`config.mk`:
```
export PLATFORM = sky130hd
export DESIGN_NAME = keccak_f400_round
export DESIGN_NICKNAME = d
export VERILOG_FILES = /design/src/hdl/kf400_pkg.sv /design/src/hdl/keccak_f400_round.sv
export SDC_FILE = /design/constraint.sdc
export NUM_CORES = 1
export LEC_CHECK = 0
export BUFFER_PORTS_ARGS = -buffer_cell sky130_fd_sc_hd__buf_2
export CAP_MARGIN = 20
export CORE_UTILIZATION = 50
export CTS_CLUSTER_DIAMETER = 50
export DETAILED_ROUTE_END_ITERATION = 16
export HOLD_SLACK_MARGIN = 0.03
export PLACE_DENSITY = 0.72
export SLEW_MARGIN = 20
export SYNTH_ARGS = -nofsm -noshare
export SYNTH_HDL_FRONTEND = slang
export SYNTH_SLANG_ARGS = --single-unit
```
`constraint.sdc`:
```
create_clock -name clk -period 65.6 [get_ports clk]
set_clock_uncertainty 0.2 [all_clocks]
set_input_delay 19.68 -clock clk [delete_from_list [all_inputs] [get_ports clk]]
set_output_delay 19.68 -clock clk [all_outputs]
set_load 0.005 [all_outputs]
```
`src/hdl/kf400_pkg.sv`:
```
// ----------------------------------------------------------------------------
// Keccak-f[400] round package
// Request types, round constants and the rho and pi tables that are shared by
// the round pipeline.
// ----------------------------------------------------------------------------
package kf400_pkg;

	localparam int unsigned LANE_W = 16;
	localparam int unsigned NUM_LANES = 25;
	localparam int unsigned NUM_COLS = 5;
	localparam int unsigned NUM_ROUNDS = 20;
	localparam int unsigned STATE_W = LANE_W * NUM_LANES;

	typedef logic [LANE_W-1:0] lane_t;
	typedef logic [4:0] round_idx_t;

	typedef struct packed {
		logic [63:0] lanes_0_to_3;
		logic [63:0] lanes_4_to_7;
		logic [63:0] lanes_8_to_11;
		logic [63:0] lanes_12_to_15;
		logic [63:0] lanes_16_to_19;
		logic [63:0] lanes_20_to_23;
		logic [15:0] lane_24;
		round_idx_t  round_index;
	} in_req_t;

	typedef struct packed {
		logic [63:0] out_lanes_0_to_3;
		logic [63:0] out_lanes_4_to_7;
		logic [63:0] out_lanes_8_to_11;
		logic [63:0] out_lanes_12_to_15;
		logic [63:0] out_lanes_16_to_19;
		logic [63:0] out_lanes_20_to_23;
		logic [15:0] out_lane_24;
	} out_req_t;

	localparam lane_t ROUND_CONST [NUM_ROUNDS] = '{
		16'h0001, 16'h8082, 16'h808A, 16'h8000, 16'h808B, 16'h0001, 16'h8081,
		16'h8009, 16'h008A, 16'h0088, 16'h8009, 16'h000A, 16'h808B, 16'h008B,
		16'h8089, 16'h8003, 16'h8002, 16'h0080, 16'h800A, 16'h000A
	};

	// Source lane of each permuted position, and its rotation.
	localparam int unsigned PI_SRC [NUM_LANES] = '{
		0, 15, 5, 20, 10, 6, 21, 11, 1, 16, 12, 2, 17, 7, 22,
		18, 8, 23, 13, 3, 24, 14, 4, 19, 9
	};
	localparam int unsigned RHO_ROT [NUM_LANES] = '{
		0, 12, 1, 11, 14, 12, 4, 6, 4, 7, 11, 3, 9, 10, 7,
		5, 13, 8, 15, 9, 14, 13, 2, 8, 2
	};

	function automatic lane_t rotl16(lane_t v, int unsigned n);
		logic [2*LANE_W-1:0] w;
		w = {v, v} << (n % LANE_W);
		return w[2*LANE_W-1:LANE_W];
	endfunction

	function automatic lane_t round_const(round_idx_t idx);
		lane_t rc;
		rc = '0;
		if (idx < round_idx_t'(NUM_ROUNDS)) begin
			rc = ROUND_CONST[idx];
		end
		return rc;
	endfunction

endpackage

```
`src/hdl/keccak_f400_round.sv`:
```
// ----------------------------------------------------------------------------
// Keccak-f[400] round
// One full round (theta, rho, pi, chi, iota) over a 400-bit state, in a
// three-stage pipeline.
// ----------------------------------------------------------------------------
// Usage:
// A request on the src channel carries the whole state as 25 lanes of 16 bits
// plus the round index; it is taken at an edge where src_valid is high and
// src_stall is low. The new state leaves on the dst channel under the same
// valid and stall rule. Round indexes 20 to 31 give a zero round constant.
// dst_valid rises once a request has reached the last register stage, and
// one request enters every cycle while src_stall is low; the three register
// stages are the column parity, the theta, rho and pi mix, and chi with iota.
// While dst_stall is high the output register holds its result; the stages
// in front of it keep filling any empty slot, and src_stall rises only when
// all three stages hold a request. Nothing is dropped or repeated.
// Reset empties the pipeline; the block keeps no state between requests.
// ----------------------------------------------------------------------------
module keccak_f400_round (
	input  logic               clk,
	input  logic               arst_n,
	input  logic               src_valid,
	output logic               src_stall,
	input  kf400_pkg::in_req_t  src_req,
	output logic               dst_valid,
	input  logic               dst_stall,
	output kf400_pkg::out_req_t dst_req
);
	import kf400_pkg::*;

	logic [STATE_W-1:0] in_flat;
	lane_t              a_in [NUM_LANES];
	lane_t              col_in [NUM_COLS];

	lane_t              a_s1 [NUM_LANES];
	lane_t              col_s1 [NUM_COLS];
	lane_t              rc_s1;
	logic               v_s1;

	lane_t              d_c [NUM_COLS];
	lane_t              b_c [NUM_LANES];

	lane_t              b_s2 [NUM_LANES];
	lane_t              rc_s2;
	logic               v_s2;

	lane_t              chi_c [NUM_LANES];
	logic [STATE_W-1:0] out_flat_c;
	logic [STATE_W-1:0] out_s3;
	logic               v_s3;

	logic               ready_s1;
	logic               ready_s2;
	logic               ready_s3;

	assign ready_s3 = !v_s3 || !dst_stall;
	assign ready_s2 = !v_s2 || ready_s3;
	assign ready_s1 = !v_s1 || ready_s2;
	assign src_stall = !ready_s1;

	assign in_flat = {src_req.lane_24, src_req.lanes_20_to_23, src_req.lanes_16_to_19,
		src_req.lanes_12_to_15, src_req.lanes_8_to_11, src_req.lanes_4_to_7,
		src_req.lanes_0_to_3};

	always_comb begin
		for (int k = 0; k < NUM_LANES; k++) begin
			a_in[k] = in_flat[LANE_W*k +: LANE_W];
		end
		for (int x = 0; x < NUM_COLS; x++) begin
			col_in[x] = a_in[5*x] ^ a_in[5*x+1] ^ a_in[5*x+2] ^ a_in[5*x+3] ^ a_in[5*x+4];
		end
	end

	always_comb begin
		for (int x = 0; x < NUM_COLS; x++) begin
			d_c[x] = col_s1[(x+4)%5] ^ rotl16(col_s1[(x+1)%5], 1);
		end
		for (int k = 0; k < NUM_LANES; k++) begin
			b_c[k] = rotl16(a_s1[PI_SRC[k]] ^ d_c[PI_SRC[k]/5], RHO_ROT[k]);
		end
	end

	always_comb begin
		for (int k = 0; k < NUM_LANES; k++) begin
			chi_c[k] = b_s2[k] ^ (~b_s2[(k+5)%25] & b_s2[(k+10)%25]);
		end
		chi_c[0] = chi_c[0] ^ rc_s2;
		for (int k = 0; k < NUM_LANES; k++) begin
			out_flat_c[LANE_W*k +: LANE_W] = chi_c[k];
		end
	end

	always_ff @(posedge clk or negedge arst_n) begin
		if (!arst_n) begin
			v_s1 <= 1'b0;
			v_s2 <= 1'b0;
			v_s3 <= 1'b0;
		end else begin
			if (ready_s1) begin
				v_s1 <= src_valid;
			end
			if (ready_s2) begin
				v_s2 <= v_s1;
			end
			if (ready_s3) begin
				v_s3 <= v_s2;
			end
		end
	end

	always_ff @(posedge clk) begin
		if (ready_s1 && src_valid) begin
			a_s1   <= a_in;
			col_s1 <= col_in;
			rc_s1  <= round_const(src_req.round_index);
		end
		if (ready_s2 && v_s1) begin
			b_s2  <= b_c;
			rc_s2 <= rc_s1;
		end
		if (ready_s3 && v_s2) begin
			out_s3 <= out_flat_c;
		end
	end

	assign dst_valid = v_s3;
	assign dst_req.out_lanes_0_to_3   = out_s3[63:0];
	assign dst_req.out_lanes_4_to_7   = out_s3[127:64];
	assign dst_req.out_lanes_8_to_11  = out_s3[191:128];
	assign dst_req.out_lanes_12_to_15 = out_s3[255:192];
	assign dst_req.out_lanes_16_to_19 = out_s3[319:256];
	assign dst_req.out_lanes_20_to_23 = out_s3[383:320];
	assign dst_req.out_lane_24        = out_s3[399:384];

`ifndef SYNTHESIS
	a_stall_only_when_full: assert property (@(posedge clk) disable iff (!arst_n)
		src_stall |-> (v_s1 && v_s2 && v_s3 && dst_stall))
		else $error("input stalled while the pipeline has a free slot");

	a_s1_moves_on: assert property (@(posedge clk) disable iff (!arst_n)
		(v_s1 && ready_s2) |=> v_s2)
		else $error("request lost between stage one and stage two");

	a_s2_moves_on: assert property (@(posedge clk) disable iff (!arst_n)
		(v_s2 && ready_s3) |=> v_s3)
		else $error("request lost between stage two and the output");

	a_held_output: assert property (@(posedge clk) disable iff (!arst_n)
		(v_s3 && dst_stall) |=> (v_s3 && $stable(out_s3)))
		else $error("stalled result changed or vanished");
`endif

endmodule

```
==> results.md, run 1 <==
- Outcome: finished, final reports clean
- CP cell instances: buf_2 -> nand4_1 -> inv_1 -> buf_2
- Core area: 104,000 um2
- Post-route setup TNS: 0 ps
- Top post-synthesis cells by area: edfxtp_1 73%, xnor2_1 19%, nand2b_1 4.7%, xnor2_2 2.5%, ha_1 0.17%
- Critical Path Max Stage Delay: 150 ps
- Die H: 327 um
- Synth Area in Compound Gates: 0.189%
- Synthesized area: 52,800 um2
- Minimum clock period: 40,040 ps
- Initial antenna violation count: 47
- Post-synthesis sequential area ratio: 73.4%
- Wire length of the first global-routing pass: 201,000 um
- Share of post-route cells with drive strength above 1: 27.6%
- Core Rows: 118
- Initial Utilization: 50.8%
- WL/cell: 27.4 um
- Placed cell areas: 58,800 um2
- Max-slew headroom: 27.4%
- Arrival @ worst endpoint: 20,160 ps
- Number of global-route vias before repair: 27,419
- Worst Hold Class: flip-flop to flip-flop
- Drc violations: 0
- Clk root buf: clkbuf_16
- Setup violators final: 0
- Worst Max-Slew Pin Slew: 1080 ps
- Post-synth ARST share: 0.232%
- Achievable Freq: 0.0250 GHz
- Global Route Usage Sum: 27.7%
- DRT iter0 DRCs: 2,513
- Hold_buf cts: 0
- # Post-CTS Setup Buffers: 0
- Max VDD drop: 23.1 uV
- R2R Setup Slk: 61,110 ps
- Via count: 27,690
- Critical path type: primary input to output pin
- Avg Cell Area, Syn: 17.9 um2
- Post-Synth Simple-Gate Area: 4.97%
- Post-synth EDFFs: 1,290
- Drt first pass iters: 7
- Clk Latency, worst-skew pair: 740 ps
- Largest family of logic cells by synthesized area: XOR/XNOR gates
- # IOs: 811
- Crit path max-delay family: buffers and inverters
- WL final: 149,000 um
- H-tree levels: 4
- Critical path buffers and inverters: 3
- PortBufs: 810
- Worst Setup Start Kind: primary input
- Max-cap violations: 0
- Dpl cells: 5,153
- Final period utilization: 61.0%
- Final ANT Viol Nets: 0
- Required @ worst endpoint: 45,720 ps
- Largest net degree at the start of global routing: 126
- Clock Path Buffers: 3
- Finished Cell Area: 63,200 um2
- Yosys warnings: 0
- GP Congestion: 0.901
- Crit. End Element: output pin
- CTS tree: built
- Synthesized netlist cell count: 2,948
- Setup ws final: 25,560 ps
- Place WS: 25,560 ps
- Total gr overflow: 0
- CTS Buf Count: 144
- Yosys cell types: 34
- Synth cell count leaders: 1,290 x edfxtp_1, 1,125 x xnor2_1, 397 x nand2b_1, 80 x xnor2_2, 8 x nor2_1
- Die W: 327 um
- Vias per inst: 5.09
- RSZ-0062 raised after global routing: no
- Pwr Density: 39.4 nW/um2
- Critical-path top delay cell: nand4_1
- CTS sink cnt: 1,293
- Area grow syn2layout: 19.7%
- P_leak: 0.0221 uW
- Synth Flop Type: edfxtp_1
- Mapped Nets: 3,364
- Mux cell area share after synthesis: 0.0497%
- Post-route insts no fill: 5,439
- Area share of the largest cell type after synthesis: 73.3%
- CP dominant cell by count: buf_2
- Clock-pin slew on the worst setup and hold paths: 60 ps
- Yosys top cell by area: edfxtp_1
- Die area: 107,000 um2
- Fin. max-slew vios: 0
- Number of synthesized register bits: 1,293
- Final nets: 4,335
- Pwr Total: 2490 uW
- Xor/xnor cell area share of the yosys netlist: 21.1%
- Count leader, synth: edfxtp_1
- Post-cts sizing count: 0
- CP Max Fanout: 4
- Dpl hpwl: 117,000 um
- Post-Synth Adder-Cell Area: 0.166%
- Final hold violation count: 0
==> stage by stage <==
stage	util, %	hold WS [ps]
floorplan	-	200
global placement	56.5	208
detailed placement	56.5	205
CTS	60.7	212
global route	60.7	228
finish	60.8	214
==> layer usage <==
layer,share of wire (%),vias to the layer above,track usage [%]
met4,3.7,28,10.3
met1,39,13817,35.8
met2,50,1244,46.4
met5,0.12,-,0
met3,7.3,269,5.55
li1,-,12332,-
==> cell families (layout without fill, tap and decap cells) <==
group / Yosys count / after routing
buffers and inverters: 6 / 1089
and+or+nand+nor: 422 / 422
muxes: 2 / 2
xor gates and xnor gates: 1205 / 1205
adders and majority gates: 7 / 7
AOI/OAI and AO/OA: 13 / 13
other: 0 / 28
DFF: 1293 / 1293
==> worst paths after layout <==
kind	startpoint	to	cells after the start
worst max-delay path	dst_stall	src_stall	4
worst min-delay path	rc_s1[15]	rc_s2[15]	0
worst max register to register	dst_valid	a_s1[332]	5
worst min register to register	rc_s1[15]	rc_s2[15]	0
max in group asynchronous	arst_n	v_s2	1
min in group asynchronous	arst_n	dst_valid	1
==> state kept, by name (all words and copies together) (netlist names) <==
| signal | flops |
|---|---|
| col_s1 | 80 |
| rc_s1 | 5 |
| v_s1 | 1 |
| dst_valid | 1 |
| out_s3 | 400 |
| rc_s2 | 5 |
| a_s1 | 400 |
| v_s2 | 1 |
| b_s2 | 400 |
==> where the power goes <==
part	total, uW	switching [uW]	internal [uW]	leakage [uW]
Clock	757	325	433	0.00214
Combinational	481	257	224	0.00744
Sequential	1250	121	1130	0.0125
Total	2490	703	1790	0.0221
==> placed cells by master (no fill, tap or decap), types with 2 or more instances in the layout <==
cell / instances
xnor2_1: 1125
buf_2: 810
nor2b_1: 6
inv_6: 8
nand2b_1: 397
diode_2: 28
dfrtp_1: 3
and2_4: 2
clkinvlp_4: 8
clkbuf_1: 29
buf_4: 17
clkinv_2: 20
clkinv_4: 4
xnor2_2: 80
nor2_1: 8
clkbuf_16: 149
clkinv_8: 3
a211oi_1: 3
ha_1: 7
bufinv_16: 4
edfxtp_1: 1290
clkinv_1: 31
inv_8: 2
inv_1: 3
==> layout make-up <==
class,count,area [um2]
multi-input combinational,1649,14000
fill,7707,40800
sequential,1293,38800
timing repair buffer,828,4200
clock inverter,80,573
inverter,3,11.3
tap,1380,1730
clock buffer,178,3840
antenna,28,70.1
Note: power is estimated with default switching activity, not from simulation.
==> inputs of run 2 (changes only) <==
==> constraint.sdc (replaced) <==
create_clock -name clk -period 37.1 [get_ports clk]
set_clock_uncertainty 0.2 [all_clocks]
set_input_delay 11.13 -clock clk [delete_from_list [all_inputs] [get_ports clk]]
set_output_delay 11.13 -clock clk [all_outputs]
set_load 0.005 [all_outputs]
==> run 2 against run 1 <==
Total power up 80%. Global-route usage up 0.43 points. Flip-flop and latch count unchanged. Design area up 0.37%. Routed wire length up 0.92%. Register-to-register slack worse by 28000 ps.
==> results.md, run 2 (synthesis gave the netlist of run 1 again) <==
- Final ANT Viol Nets: 0
- Max-slew headroom: 30.9%
- Minimum clock period: 22,970 ps
- Place WS: 14,120 ps
- Critical path type: primary input to output pin
- Drt first pass iters: 7
- Vias per inst: 5.08
- Clk Latency, worst-skew pair: 740 ps
- Worst Max-Slew Pin Slew: 1040 ps
- Initial antenna violation count: 39
- Hold path depth: 0
- Dpl cells: 5,157
- Pwr Density: 70.5 nW/um2
- Sequential Power Share: 49.4%
- Area grow syn2layout: 20.1%
- Internal power: 3210 uW
- Die H: 327 um
- Clk root buf: clkbuf_16
- P_leak: 0.0222 uW
- Post-route setup TNS: 0 ps
- Arrival @ worst endpoint: 11,640 ps
- Post-route insts no fill: 5,434
- Setup ws final: 14,130 ps
- Dpl hpwl: 118,000 um
- Worst Setup Start Kind: primary input
- Crit. End Element: output pin
- # IOs: 811
- DRT iter0 DRCs: 2,681
- CTS Buf Count: 144
- Fin. max-slew vios: 0
- Net Sw Frac: 28.2%
- Final hold violation count: 0
- Worst Hold Class: flip-flop to flip-flop
- RSZ-0062 raised after global routing: no
- Core area: 104,000 um2
- R2R Path End: out_s3[142]
- Drc violations: 0
- Wire length of the first global-routing pass: 204,000 um
- Outcome: finished, final reports clean
- R2R Setup Slk: 33,010 ps
- WL final: 150,000 um
- Number of global-route vias before repair: 27,553
- H-tree levels: 4
- Die area: 107,000 um2
- CTS sink cnt: 1,293
- CTS tree: built
- Clock-pin slew on the worst setup and hold paths: 60 ps
- Setup violators final: 0
- Required @ worst endpoint: 25,770 ps
- Die W: 327 um
- RR Startpoint: dst_valid
- Hold_buf cts: 0
- Achievable Freq: 0.0435 GHz
- Critical Path End: src_stall
- WL/cell: 27.7 um
- # Post-CTS Setup Buffers: 0
- Final period utilization: 61.9%
- Comb power frac: 19.2%
- PortBufs: 810
- Core Rows: 118
- Fillers: 7,747
- Clk pwr share: 31.4%
- Share of post-route cells with drive strength above 1: 28.1%
- Psw: 1260 uW
- Max VDD drop: 45.4 uV
- Commonest non-fill, non-tap cell in the layout: edfxtp_1
- Critical Path Start: dst_stall
- Worst-case reg-to-reg path depth: 5
- Initial Utilization: 50.8%
- Max-cap violations: 0
- Regs by FF count: a_s1 (400), b_s2 (400), out_s3 (400)
- Final nets: 4,339
- GP Congestion: 0.895
- Most frequent cells in the layout: 1,290 x edfxtp_1, 1,125 x xnor2_1, 810 x buf_2, 397 x nand2b_1, 151 x clkbuf_16
- Global Route Usage Sum: 28.1%
- Clock Path Buffers: 3
- Post-cts sizing count: 0
- CP Max Fanout: 4
- Largest net degree at the start of global routing: 76
- Via count: 27,593
- Post-layout util: 61.0%
- Total gr overflow: 0
-- run 2: cell count changes in the layout (fill, tap and decap cells not counted), sizes merged --
| cell | before | now |
|---|---|---|
| buf | 828 | 832 |
| bufinv | 4 | 10 |
| clkbuf | 178 | 171 |
| clkinv | 58 | 55 |
| clkinvlp | 8 | 14 |
| diode | 28 | 18 |
| inv | 13 | 12 |
-- run 2: metrics by stage --
step,hold slack [ps],power [uW],cell area (um2)
floorplan,200,2720,52800
global placement,209,3090,58800
detailed placement,210,3100,58800
CTS,218,4510,63400
global route,227,4630,63400
finish,222,4470,63500
-- run 2: final cells by class --
type	count	area, um2	area share, %
Sequential cell	1293	38800	61.1
Multi-Input combinational cell	1649	14000	22.1
Timing Repair Buffer	832	4220	6.65
Clock buffer	171	3850	6.07
Tap cell	1380	1730	2.72
Clock inverter	88	797	1.26
Antenna cell	18	45.0	0.0710
Inverter	3	11.3	0.0177
-- run 2: critical path: stages --
cell	delay, ps
buf_2	130
nand4_1	160
inv_1	100
buf_2	110
-- run 2: power by group through the flow --
stage | clock (uW) | combinational (uW) | sequential [uW]
after floorplan | 0 | 502 | 2220
after global placement | 0 | 859 | 2230
after detailed placement | 0 | 867 | 2240
after CTS | 1420 | 874 | 2210
after global routing | 1470 | 921 | 2230
final | 1400 | 860 | 2210
-- run 2: metal layers --
| metal | wire (um) | track usage, % |
|---|---|---|
| met1 | 59000 | 36.3 |
| met2 | 75600 | 47.7 |
| met3 | 11200 | 6.06 |
| met4 | 4350 | 8.76 |
| met5 | 243 | 0 |
-- run 2: worst min path at each step --
stage / from / end / slack (ps)
6_report: rc_s1[15] / rc_s2[15] / 220
5_1_grt: rc_s1[1] / rc_s2[1] / 230
4_1_cts: rc_s1[1] / rc_s2[1] / 220
3_5_place_dp: rc_s1[15] / rc_s2[15] / 210
3_3_place_gp: rc_s1[15] / rc_s2[15] / 210
2_1_floorplan: rc_s1[0] / rc_s2[0] / 200
==> inputs of run 3 (changes only) <==
--- a/config.mk
+++ b/config.mk
@@ -5,13 +5,14 @@
 export SDC_FILE = /design/constraint.sdc
 export NUM_CORES = 1
 export LEC_CHECK = 0
+export ABC_AREA = 1
 export BUFFER_PORTS_ARGS = -buffer_cell sky130_fd_sc_hd__buf_2
 export CAP_MARGIN = 20
 export CORE_UTILIZATION = 50
 export CTS_CLUSTER_DIAMETER = 50
 export DETAILED_ROUTE_END_ITERATION = 16
 export HOLD_SLACK_MARGIN = 0.03
-export PLACE_DENSITY = 0.72
+export PLACE_DENSITY = 0.74
 export SLEW_MARGIN = 20
 export SYNTH_ARGS = -nofsm -noshare
 export SYNTH_HDL_FRONTEND = slang
==> constraint.sdc (replaced) <==
create_clock -name clk -period 20.2 [get_ports clk]
set_clock_uncertainty 0.2 [all_clocks]
set_input_delay 6.06 -clock clk [delete_from_list [all_inputs] [get_ports clk]]
set_output_delay 6.06 -clock clk [all_outputs]
set_load 0.005 [all_outputs]
==> run 3 against run 2 <==
First-iteration DRC count grew 22%. Flip-flop and latch count is the same. Largest cell class unchanged. Design area grew 3.9%. Via count grew 20%. Critical endpoint unchanged.
==> results.md, run 3 <==
- WL/cell: 24.8 um
- Top post-synthesis cells by area: edfxtp_1 70%, xnor2_1 7.7%, nand2_1 6.7%, xor2_1 6.3%, inv_1 3.9%
- Regs by FF count: a_s1 (400), b_s2 (400), out_s3 (400)
- Hold_buf cts: 0
- Achievable Freq: 0.0761 GHz
- Count leader, synth: edfxtp_1
- Most Used Layer, Global Route: met2
- Post-Synth Adder-Cell Area: 0.159%
- CP cell instances: buf_2 -> nand2_1 -> inv_1 -> nand2_1 -> nor2_1 -> buf_2
- DRT iter0 DRCs: 3,276
- Met2 usage: 48.5%
- Share of post-route cells with drive strength above 1: 22.0%
- # IOs: 811
- Fillers: 8,257
- Pwr Total: 7800 uW
- Required @ worst endpoint: 13,940 ps
- RSZ-0062 raised after global routing: no
- Clk Latency, worst-skew pair: 760 ps
- Post-synthesis sequential area ratio: 70.5%
- Clock-pin slew on the worst setup and hold paths: 60 ps
- CTS tree: built
- Dpl cells: 6,234
- Avg Cell Area, Syn: 13.8 um2
- GP Congestion: 0.938
- Crit. End Element: output pin
- # Post-CTS Setup Buffers: 0
- Synth Flop Type: edfxtp_1
- Drc violations: 0
- Minimum clock period: 13,150 ps
- Outcome: finished, final reports clean
- PortBufs: 810
- Die H: 334 um
- Critical-path top delay cell: nor2_1
- WL final: 162,000 um
- Final hold violation count: 0
- Dpl hpwl: 126,000 um
- Clk root buf: clkbuf_16
- Clock Path Buffers: 3
- Yosys cell types: 17
- Setup violators final: 0
- Final nets: 5,384
- Vias per inst: 5.07
- Post-route setup TNS: 0 ps
- Core Rows: 121
- Post-route insts no fill: 6,544
- Yosys warnings: 0
- Synth cell count leaders: 1,290 x edfxtp_1, 977 x nand2_1, 567 x inv_1, 487 x xnor2_1, 398 x xor2_1
- Xor/xnor cell area share of the yosys netlist: 16.4%
- H-tree levels: 4
- Die W: 334 um
- Mux cell area share after synthesis: 0%
- Synthesized area: 55,100 um2
- Finished Cell Area: 66,000 um2
- Final period utilization: 65.1%
- Post-layout util: 60.5%
- Max-slew headroom: 25.0%
- CTS sink cnt: 1,293
- Post-synth ARST share: 0.232%
- Largest family of logic cells by synthesized area: XOR/XNOR gates
- Wire length of the first global-routing pass: 222,000 um
- Mapped Nets: 4,413
- Area grow syn2layout: 19.7%
- Total gr overflow: 0
- Via count: 33,179
- Arrival @ worst endpoint: 6890 ps
- Placed cell areas: 61,100 um2
- Post-cts sizing count: 0
- Worst Setup Start Kind: primary input
- Drt first pass iters: 6
- Synth Area in Compound Gates: 0.102%
- Met3 usage: 5.44%
- Core area: 109,000 um2
- Global Route Usage Sum: 29.0%
- Final ANT Viol Nets: 0
- Pwr Density: 118 nW/um2
- CP Max Fanout: 4
- Largest net degree at the start of global routing: 155
- Worst Hold Class: flip-flop to flip-flop
- Post-Synth Simple-Gate Area: 8.97%
- Max-cap violations: 0
- Synthesized netlist cell count: 3,997
- Post-synth EDFFs: 1,290
- Commonest non-fill, non-tap cell in the layout: edfxtp_1
- Yosys top cell by area: edfxtp_1
- Worst Max-Slew Pin Slew: 1130 ps
- Initial Utilization: 50.5%
- Number of synthesized register bits: 1,293
- Initial antenna violation count: 69
- Number of global-route vias before repair: 32,332
- CTS Buf Count: 146
- Area share of the largest cell type after synthesis: 70.3%
- Met1 usage: 36.1%
- Fin. max-slew vios: 0
- Max VDD drop: 69.4 uV
- Most frequent cells in the layout: 1,290 x edfxtp_1, 977 x nand2_1, 810 x buf_2, 566 x inv_1, 487 x xnor2_1
- Critical Path Max Stage Delay: 260 ps
- Die area: 112,000 um2
- Critical path type: primary input to output pin
- P_leak: 0.0273 uW
run 3: changes by cell type in the layout (fill, tap and decap cells not counted), sizes merged, moves of 7 or more:
| cell | before | now |
|---|---|---|
| buf | 832 | 824 |
| xnor2 | 1205 | 567 |
| nand2 | 1 | 977 |
| inv | 12 | 584 |
| clkbuf | 171 | 181 |
| clkinvlp | 14 | 3 |
| nand2b | 397 | 0 |
| diode | 18 | 49 |
| nand3b | 1 | 161 |
| clkinv | 55 | 48 |
| xor2 | 0 | 398 |
run 3: layout make-up:
cell class	count	area, um2	area share [%]
Timing Repair Buffer	824	4200	6.36
Antenna cell	49	123	0.186
Tap cell	1414	1770	2.68
Clock buffer	181	3890	5.90
Sequential cell	1293	38800	58.8
Inverter	568	2140	3.24
Multi-Input combinational cell	2135	14200	21.5
Clock inverter	80	875	1.33
run 3: final timing paths:
check	start	endpoint	slack [ps]	cells past startpoint
worst min register to register	rc_s1[7]	rc_s2[7]	220	0
worst max register to register	dst_valid	b_s2[78]	15730	8
max in group asynchronous	arst_n	dst_valid	14780	1
min in group asynchronous	arst_n	v_s2	4910	1
worst min-delay path	rc_s1[7]	rc_s2[7]	220	0
worst max-delay path	dst_stall	src_stall	7050	6
run 3: where the power goes:
part	internal (uW)	switching (uW)
clock	1550	1100
combinational	502	801
sequential	3560	288
total	5610	2190
run 3: per-layer routing:
metal | share of wire, % | vias to the layer above
met2 | 49 | 1470
met5 | 0.14 | -
met3 | 7.1 | 349
li1 | - | 15111
met4 | 4.9 | 38
met1 | 38 | 16211
run 3: logic make-up after synthesis:
kind of cell	count (synthesis)
compound gates	11
fa+ha+maj	7
flops	1293
buf+inv	569
simple gates	1152
xor+xnor	965
run 3: worst max-delay path: cells and delay by family:
family        cells  cell delay [ps]
buf+inv           3              370
simple gates      3              450
run 3: per-stage QoR:
step	hold WS, ps	setup slack, ps
floorplan	200	503
CTS	217	7050
global placement	203	7060
finish	216	7050
detailed placement	206	7060
global route	237	6960
